File: config.mk
export PLATFORM = sky130hd
export DESIGN_NAME = lct_eval
export DESIGN_NICKNAME = d
export VERILOG_FILES = /design/src/design/lct_pkg.sv /design/src/design/lct_eval.sv
export SDC_FILE = /design/constraint.sdc
export NUM_CORES = 2
export LEC_CHECK = 0
export BUFFER_PORTS_ARGS = -buffer_cell sky130_fd_sc_hd__clkbuf_2
export CAP_MARGIN = 20
export CELL_PAD_IN_SITES_DETAIL_PLACEMENT = 0
export CELL_PAD_IN_SITES_GLOBAL_PLACEMENT = 1
export CORE_AREA = 2 2 251 253
export DETAILED_ROUTE_END_ITERATION = 12
export DIE_AREA = 0 0 253 255
export GPL_ROUTABILITY_DRIVEN = 0
export PLACE_DENSITY = 0.87
export SYNTH_ARGS = -nofsm -noshare
export SYNTH_HDL_FRONTEND = slang
export SYNTH_SLANG_ARGS = --single-unit
File: constraint.sdc
create_clock -name clock -period 12 [get_ports clock]
set_input_delay 1.8 -clock clock [delete_from_list [all_inputs] [get_ports clock]]
set_output_delay 1.8 -clock clock [all_outputs]
set_load 0.01 [all_outputs]
File: src/design/lct_pkg.sv
// Package for the Li Chao max line tree: widths, opcodes, request and result
// payloads, sequencer states. No dependencies.
`default_nettype none
package lct_pkg;
   localparam int XBitsDefault    = 32;
   localparam int NodeCountDefault = 4096;
   localparam int SlopeW  = 24;
   localparam int InterW  = 48;
   localparam int QxW     = 32;
   localparam int ValW    = 56;
   // line value is computed wide: 24b slope * 33b x + 48b intercept
   localparam int EvalW   = 64;

   typedef enum logic {
      OP_INSERT = 1'b0,
      OP_QUERY  = 1'b1
   } op_type;

   typedef struct packed {
      op_type                   opcode;
      logic signed [SlopeW-1:0] line_slope;
      logic signed [InterW-1:0] line_intercept;
      logic signed [QxW-1:0]    query_x;
   } req_type;

   typedef struct packed {
      logic signed [ValW-1:0] best_value;
      logic                   value_valid;
      logic                   pool_full;
   } rsp_type;

   typedef enum logic [3:0] {
      ST_IDLE,
      ST_READ,
      ST_WAIT,
      ST_EVAL,
      ST_DECIDE,
      ST_ALLOC,
      ST_QEVAL,
      ST_QSTEP,
      ST_DONE
   } state_type;
endpackage
`default_nettype wire

File: src/design/lct_eval.sv
// Shared line evaluator: registered slope * x + intercept.
// Depends on lct_pkg.
`default_nettype none
module lct_eval (
   input  wire logic                              clock,
   input  wire logic signed [lct_pkg::SlopeW-1:0] slope,
   input  wire logic signed [lct_pkg::InterW-1:0] inter,
   input  wire logic signed [32:0]                xval,
   output      logic signed [lct_pkg::EvalW-1:0]  value_ff
);
   logic signed [lct_pkg::EvalW-1:0] value_in;
   always_comb begin
      value_in = lct_pkg::EvalW'(slope) * lct_pkg::EvalW'(xval) + lct_pkg::EvalW'(inter);
   end
   always_ff @(posedge clock) begin
      value_ff <= value_in;
   end
endmodule
`default_nettype wire

==> qor.yml <==
reg_top3: "value_ff x58"
vias: 21500
synthTopCellsByArea: "fa_1 56%, inv_1 11%, ha_1 7.0%, nand2_1 6.1%, and2_1 6.0%"
timing.critical_path.from_type: "input pin"
wl_per_cell_um: 18.6
numCtsBuffers: 9
worstSetupEndpointType: "flop"
yosysWarnings: 0
min_period_over_period: 0.829
finalSetupViolations: 0
slew_violations: 0
async_reset_ff_frac: 0
worstSetupPathType: "input pin to flop"
slew_headroom: 0.331
die_area_sq_um: 64500
whs_ns: 1.67
die_w_um: 253
synth_area_leader_cell: "fa_1"
ant_nets: 0
grt_pass1_wl_um: 125000
core_region_area_sq_um: 62200
avgViaCountPerCell: 5.21
synthFlopType: "dfxtp_1"
antenna_found_initial: 1
cts_max_path_buffers: 2
cp_data_arrival_time_ns: 10.21
max_freq_mhz: 101
required_ns: 12.27
crit_fanout: 33
synth_mux_area_frac: 0.000368
dp_hpwl_um: 64700
synth_edf_count: 0
cts_root_buf: "clkbuf_16"
synth_fa_ha_area_frac: 0.631
drt_iter0_drc: 1473
worst_slew_pin_slew_ns: 0.996
hold_viol: 0
post_cts_resize_count: 0
io_buffers: 169
drt-pass1-iter-count: 6
syn_to_final_growth_pct: 5.14
min_period_ns: 9.94
synthTopCellsByCount: "917 x inv_1, 858 x fa_1, 501 x nand2_1, 294 x and2_1, 170 x ha_1"
diodes: 0
rows: 92
synth_area_sq_um: 30600
path_clk_slew_ns: 0.07
grt_pass1_vias: 23300
drc: 0
fin_tns_setup_ns: 0
min_path_cells: 2
die_h_um: 255
yosysMostFrequentCell: "inv_1"
ctsHoldBuffers: 0
nNetsFinal: 4455
synth_top_area_frac: 0.562
synthDistinctLibCells: 61
status: "finished clean"
top_register: "value_ff"
h-tree-depth: 3
ios: 170
cts.sinks: 58
ys_seq_area_frac: 0.0380
synth_xor_area_frac: 0.0180
post_cts_buffers: 0
tritoncts: "yes"
max_cap_viol_count: 0
synth_top_family_by_area: "adder cells"
grtUsageTotal: 0.254
grt_max_degree: 35
synth_compound_area_frac: 0.0387
largest_reg_flops: 58
synth_simple_gate_area_frac: 0.141
drive_gt1_frac: 0.0649
synthCells: 3285
synth.avg_cell_area_sq_um: 9.31
synth-seq-cells: 58
grt_overflow: 0
rsz0062_at_grt: "no"
wl_um: 76700
syn-num-nets: 4419
start_util: 0.492
hold_path.class: "input pin to flop"
[stage by stage]
step	instance area, sq um	util	setup slack (ns)	cells
after global routing	32200	0.517	1.58	4125
after floorplan	30600	-	3.14	3285
final	32200	0.517	2.06	4125
after detailed placement	31900	0.513	1.66	4109
after CTS	32200	0.517	2.04	4125
after global placement	31900	0.513	1.76	4109
[final timing paths]
path | slack, ns | endpoint | startpoint
worst max-delay path | 2.06 | value_ff[57] | slope[1]
worst min-delay path | 1.67 | value_ff[0] | inter[0]
[cell type report]
class / count / area [sq um]
clock buffers: 10 / 239
well taps: 799 / 1000
flip-flops and latches: 58 / 1160
multi-input cells: 2158 / 25400
repair buffers: 177 / 906
fillers: 5827 / 30000
clock inverters: 6 / 41.3
inverters: 917 / 3440
[logic make-up (layout without fill, tap and decap cells)]
| group | count (synthesis) | count (layout) |
|---|---|---|
| AOI/OAI and AO/OA | 163 | 163 |
| xor gates and xnor gates | 63 | 63 |
| adders and majority gates | 1028 | 1028 |
| buffers and inverters | 1069 | 1110 |
| DFF | 58 | 58 |
| muxes | 1 | 1 |
| and+or+nand+nor | 903 | 903 |
[worst max-delay path: stages]
cell	delay [ns]
clkbuf_2	0.57
and2_1	0.29
fa_1	0.57
fa_1	0.75
inv_1	0.22
fa_1	0.84
inv_1	0.29
fa_1	0.56
inv_1	0.05
fa_1	0.58
fa_1	0.45
fa_1	0.51
inv_1	0.05
ha_1	0.34
a21o_1	0.23
a21o_1	0.18
a21oi_1	0.16
o21ai_0	0.15
nor4_1	0.29
a211oi_1	0.24
a311oi_1	0.65
o21ai_1	0.16
a21oi_1	0.20
xnor2_1	0.09
[layout by cell type (no fill, tap or decap), types with 20 or more instances in the layout]
| cell type | synthesis | routed |
|---|---|---|
| o21ai_0 | 20 | 20 |
| ha_1 | 170 | 170 |
| inv_1 | 917 | 917 |
| nor2_1 | 30 | 30 |
| and2_1 | 294 | 294 |
| nor2b_1 | 28 | 28 |
| a21o_1 | 27 | 27 |
| fa_1 | 858 | 858 |
| dfxtp_1 | 58 | 58 |
| nand2_1 | 501 | 501 |
| xnor2_1 | 49 | 49 |
| clkbuf_2 | 0 | 169 |
| a21oi_1 | 48 | 48 |
[metal layers]
metal / vias up / global-route usage / part of all wire / wire length [um]
met5: - / 0 / 0.00017 / 13
met4: 2 / 0.105 / 0.045 / 3440
met3: 183 / 0.0280 / 0.044 / 3370
met2: 613 / 0.472 / 0.55 / 42300
met1: 11300 / 0.298 / 0.36 / 27500
li1: 9349 / - / - / -
Power is not shown: default switching activity piles up to over one toggle a cycle in this logic, so the estimate is an artifact.
