`src/design/lct_ram.sv`:
```
// Generic simple dual-port RAM (one write port, one read port) with registered read.
// No dependencies.
`default_nettype none
module lct_ram #(
   parameter int WIDTH = 8,
   parameter int DEPTH = 64
) (
   input  wire logic                     clock,
   input  wire logic                     wr_en,
   input  wire logic [$clog2(DEPTH)-1:0] wr_addr,
   input  wire logic [WIDTH-1:0]         wr_data,
   input  wire logic [$clog2(DEPTH)-1:0] rd_addr,
   output      logic [WIDTH-1:0]         rd_data
);
   logic [WIDTH-1:0] mem [DEPTH];
   always_ff @(posedge clock) begin
      if (wr_en) begin
         mem[wr_addr] <= wr_data;
      end
      rd_data <= mem[rd_addr];
   end
endmodule
`default_nettype wire

```
`config.mk`:
```
export PLATFORM = sky130hd
export DESIGN_NAME = lct_ram
export DESIGN_NICKNAME = d
export VERILOG_FILES = /design/src/design/lct_ram.sv
export SDC_FILE = /design/constraint.sdc
export NUM_CORES = 1
export LEC_CHECK = 0
export ABC_CLOCK_PERIOD_IN_PS = 5900
export BUFFER_PORTS_ARGS = -buffer_cell sky130_fd_sc_hd__buf_2
export CAP_MARGIN = 20
export CORE_MARGIN = 1.5
export CORE_UTILIZATION = 40
export DETAILED_ROUTE_END_ITERATION = 8
export GPL_ROUTABILITY_DRIVEN = 1
export GPL_TIMING_DRIVEN = 0
export PLACE_DENSITY_LB_ADDON = 0.08
export SYNTH_ARGS = -nofsm -noshare
export SYNTH_HDL_FRONTEND = slang
export SYNTH_SLANG_ARGS = --single-unit
```
`constraint.sdc`:
```
create_clock -name clock -period 5.9 [get_ports clock]
set_input_delay 0.59 -clock clock [delete_from_list [all_inputs] [get_ports clock]]
set_output_delay 0.59 -clock clock [all_outputs]
set_load 0.02 [all_outputs]
```
==> impl_metrics.xml <==
<?xml version="1.0" encoding="UTF-8"?>
<metrics>
  <group name="yosys">
    <metric name="mappedNetlistArea" unit="sq mm">0.0202</metric>
    <metric name="ys_async_sr_fraction" unit="%">0</metric>
    <metric name="synth.distinct_cells" unit="">40</metric>
    <metric name="postSynthNetCount" unit="">962</metric>
    <metric name="synth.avg_cell_area" unit="sq um">21.5</metric>
    <metric name="warning_count_from_the_yosys_run" unit="">0</metric>
    <metric name="synth-edff-count" unit="">512</metric>
    <metric name="synth-seq-cells" unit="">520</metric>
    <metric name="synth_seq_area_share" unit="%">77.0</metric>
    <metric name="syn-instance-count" unit="">940</metric>
    <metric name="postSynth.topFlopCell" unit="">edfxtp_1</metric>
  </group>
  <group name="timing">
    <metric name="final-max-slew-violation-count" unit="">0</metric>
    <metric name="fin_crit_sh" unit="%">51.1</metric>
    <metric name="setup_ws" unit="ns">2.89</metric>
    <metric name="max_slew_margin" unit="%">23.9</metric>
    <metric name="max_clock_freq" unit="MHz">332</metric>
    <metric name="tightest_slew" unit="ns">1.14</metric>
    <metric name="fin_setup_tns" unit="ns">0</metric>
    <metric name="rsz0062_at_grt" unit="">no</metric>
    <metric name="timing.final.hold_violations" unit="">0</metric>
    <metric name="final_report_setup_violation_count" unit="">0</metric>
    <metric name="fin_skew" unit="ns">0.0127</metric>
    <metric name="finalWorstPathRequiredPeriod" unit="ns">3.01</metric>
  </group>
  <group name="clock_network">
    <metric name="clk-insertion-delay-late" unit="ns">0.60</metric>
    <metric name="post_cts_resized" unit="">0</metric>
    <metric name="cts.htree.levels" unit="">2</metric>
    <metric name="postCtsSetupRepairBufs" unit="">0</metric>
    <metric name="clock-root-buffer" unit="">clkbuf_16</metric>
    <metric name="clkSinkCount" unit="">520</metric>
    <metric name="cts_hold_buffers" unit="">0</metric>
    <metric name="ctsLongestPathBuffers" unit="">3</metric>
    <metric name="clock_pin_slew_reported_for_the_worst_setup_and_hold_paths_after_clock_tree_synthesis" unit="ns">0.06</metric>
    <metric name="cts_made_buffers" unit="">53</metric>
    <metric name="tritoncts" unit="">built</metric>
  </group>
  <group name="drt">
    <metric name="route.detailed.vias_per_inst" unit="">5.66</metric>
    <metric name="drtIter0Drc" unit="">1038</metric>
    <metric name="top_layer" unit="">met5</metric>
    <metric name="vias" unit="">9821</metric>
    <metric name="wl_met3" unit="mm">3.01</metric>
    <metric name="drt-wirelength-per-cell" unit="microns">30.5</metric>
    <metric name="postRouteWirelength" unit="mm">52.9</metric>
    <metric name="first_pass_iters" unit="">5</metric>
    <metric name="drc_errors" unit="">0</metric>
    <metric name="detail_route_antenna_nets" unit="">0</metric>
    <metric name="met2_length" unit="mm">24.7</metric>
    <metric name="detail_route.wirelength.met1" unit="mm">24.0</metric>
  </group>
  <group name="worst_setup_path">
    <metric name="worst_path_max_delay_cell" unit="">buf_1</metric>
    <metric name="cp_slowest_stage_delay" unit="ns">0.89</metric>
    <metric name="cp_data_required_time" unit="ns">6.33</metric>
    <metric name="crit_path_cell_trace" unit="">buf_4 -&gt; buf_2 -&gt; buf_1 -&gt; nand2_1 -&gt; o221ai_1 -&gt; nor2_1 -&gt; nor3_1 -&gt; o32ai_1</metric>
    <metric name="start_kind" unit="">input port</metric>
    <metric name="timing.critical_path.buf_inv" unit="">3</metric>
    <metric name="critical_path_arrival" unit="ns">3.44</metric>
    <metric name="critical_path.max_fanout" unit="">10</metric>
    <metric name="worst_setup_path_end_kind" unit="">flop</metric>
    <metric name="path_delay_family" unit="">buffers and inverters</metric>
    <metric name="critPathKind" unit="">input port to flop</metric>
  </group>
  <group name="placed_design">
    <metric name="buffer_ports.inserted" unit="">21</metric>
    <metric name="detailedPlace.worstSlack" unit="ns">2.30</metric>
    <metric name="post-dp-hpwl" unit="mm">35.0</metric>
    <metric name="placed_area" unit="sq mm">0.0213</metric>
    <metric name="gp_routability_congestion" unit="">0.830</metric>
  </group>
  <group name="run_status">
    <metric name="status" unit="">completed</metric>
  </group>
  <group name="layout">
    <metric name="drive_above_1_share" unit="%">25.0</metric>
    <metric name="flow.area_growth_from_synthesis" unit="%">13.3</metric>
    <metric name="design.final.nets" unit="">1048</metric>
    <metric name="design_area" unit="sq mm">0.0228</metric>
    <metric name="fill_count" unit="">4227</metric>
    <metric name="utilization" unit="%">45.7</metric>
  </group>
  <group name="global_routing">
    <metric name="grt_pass1_vias" unit="">10112</metric>
    <metric name="maximum_number_of_pins_on_one_net_before_global_route_repair" unit="">65</metric>
    <metric name="global_route.usage.total" unit="%">21.3</metric>
    <metric name="grt_remaining_overflow" unit="">0</metric>
    <metric name="grt_pass1_wl" unit="mm">75.5</metric>
    <metric name="antenna_found_initial" unit="">4</metric>
  </group>
  <group name="job">
    <metric name="maxCapViolCount" unit="">0</metric>
  </group>
  <group name="floorplan">
    <metric name="io_pins" unit="">30</metric>
    <metric name="die_h" unit="microns">228</metric>
    <metric name="die_area" unit="sq mm">0.0518</metric>
    <metric name="floorplan.rows" unit="">82</metric>
    <metric name="chipWidth" unit="microns">228</metric>
    <metric name="core_area" unit="sq mm">0.0500</metric>
    <metric name="start_util" unit="%">40.4</metric>
  </group>
  <group name="power">
    <metric name="cellPowerDensity" unit="mW/mm^2">334</metric>
    <metric name="power_leakage" unit="nW">7.05</metric>
    <metric name="vdd.ir_drop.worst" unit="mV">0.223</metric>
  </group>
  <group name="hold_path">
    <metric name="hold_class" unit="">input port to flop</metric>
  </group>
</metrics>
-- placed cells by master (no fill, tap or decap), drive strengths merged, types with 2 or more instances in the layout --
cell,instances
o221ai,8
nand2b,7
o32ai,2
nor2b,14
o41ai,2
o2111ai,3
nand2,19
o21ai,4
mux4,126
nor3,7
nand3,13
a2111oi,2
a221oi,6
nor4,2
o2bb2ai,3
a21oi,3
a211oi,4
clkbuf,88
nand3b,3
o221a,2
edfxtp,512
a22oi,3
o22ai,8
o21a,2
dfxtp,8
mux2,13
mux2i,23
buf,65
clkinv,18
nor2,83
nand4,2
-- area by class of cell --
type                       count  area, sq um  area share [%]
clock inverter                21          121           0.531
clock buffer                  71         1440            6.29
multi-input combinational    369         4320            18.9
antenna                        1         2.50          0.0110
sequential                   520        15500            68.0
timing repair buffer          31          278            1.22
tap                          672          841            3.68
buffer                        51          317            1.39
-- worst reg2reg max path: stages, from the launching register on --
cell and delay, ns:
edfxtp_1 0.36, mux4_2 0.50, mux2_2 0.32, o221a_2 0.30, nor3_1 0.33, o32ai_1 0.24
-- per-stage QoR --
| stage | cells | hold WS [ns] | total power, mW |
|---|---|---|---|
| 2_1_floorplan | 940 | 0.689 | 4.40 |
| 3_3_place_gp | 1633 | 0.981 | 4.60 |
| 3_5_place_dp | 1642 | 0.976 | 4.61 |
| 4_1_cts | 1734 | 0.417 | 7.69 |
| 5_1_grt | 1735 | 0.432 | 7.85 |
| 6_report | 1736 | 0.436 | 7.64 |
-- synth_stat cells (3+ instances only) --
library cell,n,share of area (%)
edfxtp_1,512,76
mux4_2,126,14
nor2_1,83,1.5
mux2i_1,23,1.1
nand2_1,19,0.35
clkbuf_1,17,0.32
nor2b_1,14,0.43
buf_4,13,0.48
mux2_2,13,0.73
nand3_1,13,0.32
buf_2,11,0.27
dfxtp_1,8,0.79
o221ai_1,8,0.35
o22ai_1,8,0.25
nand2b_1,7,0.22
nor3_1,7,0.17
a221oi_1,6,0.26
a211oi_1,4,0.15
buf_1,4,0.074
buf_6,4,0.22
a21oi_1,3,0.074
a22oi_1,3,0.11
nand3b_1,3,0.11
o2111ai_1,3,0.13
o2bb2ai_1,3,0.13
-- layer usage --
layer  track usage, %  up-vias
li1                 -     4105
met1             31.3     5316
met2             33.1      324
met3             3.42       72
met4             5.79        4
met5                0        -
-- state kept, by name, summed over array words and instances (netlist names) --
name / flops
mem: 512
rd_data: 8
-- power by group --
part / switching, mW / internal (mW) / leakage [nW]
Clock: 1.37 / 1.74 / 0.758
Sequential: 0.00637 / 4.09 / 4.67
Combinational: 0.284 / 0.155 / 1.62
Total: 1.66 / 5.98 / 7.05
-- logic make-up after synthesis --
kind of cell | share of synthesized area [%]
DFF | 77.0
muxes | 15.9
and+or+nand+nor | 3.39
AOI/OAI and AO/OA | 2.07
buffers and inverters | 1.57
-- final timing paths --
kind	start	endpoint	slack, ns	depth (start not counted)
worst max-delay path	rd_addr[1]	rd_data[6]	2.89	8
worst min-delay path	rd_addr[5]	rd_data[3]	0.44	2
worst max register to register	mem[21][6]	rd_data[6]	3.69	5
worst min register to register	mem[7][7]	rd_data[7]	1.04	4
Power figures use the tool's default switching activity.
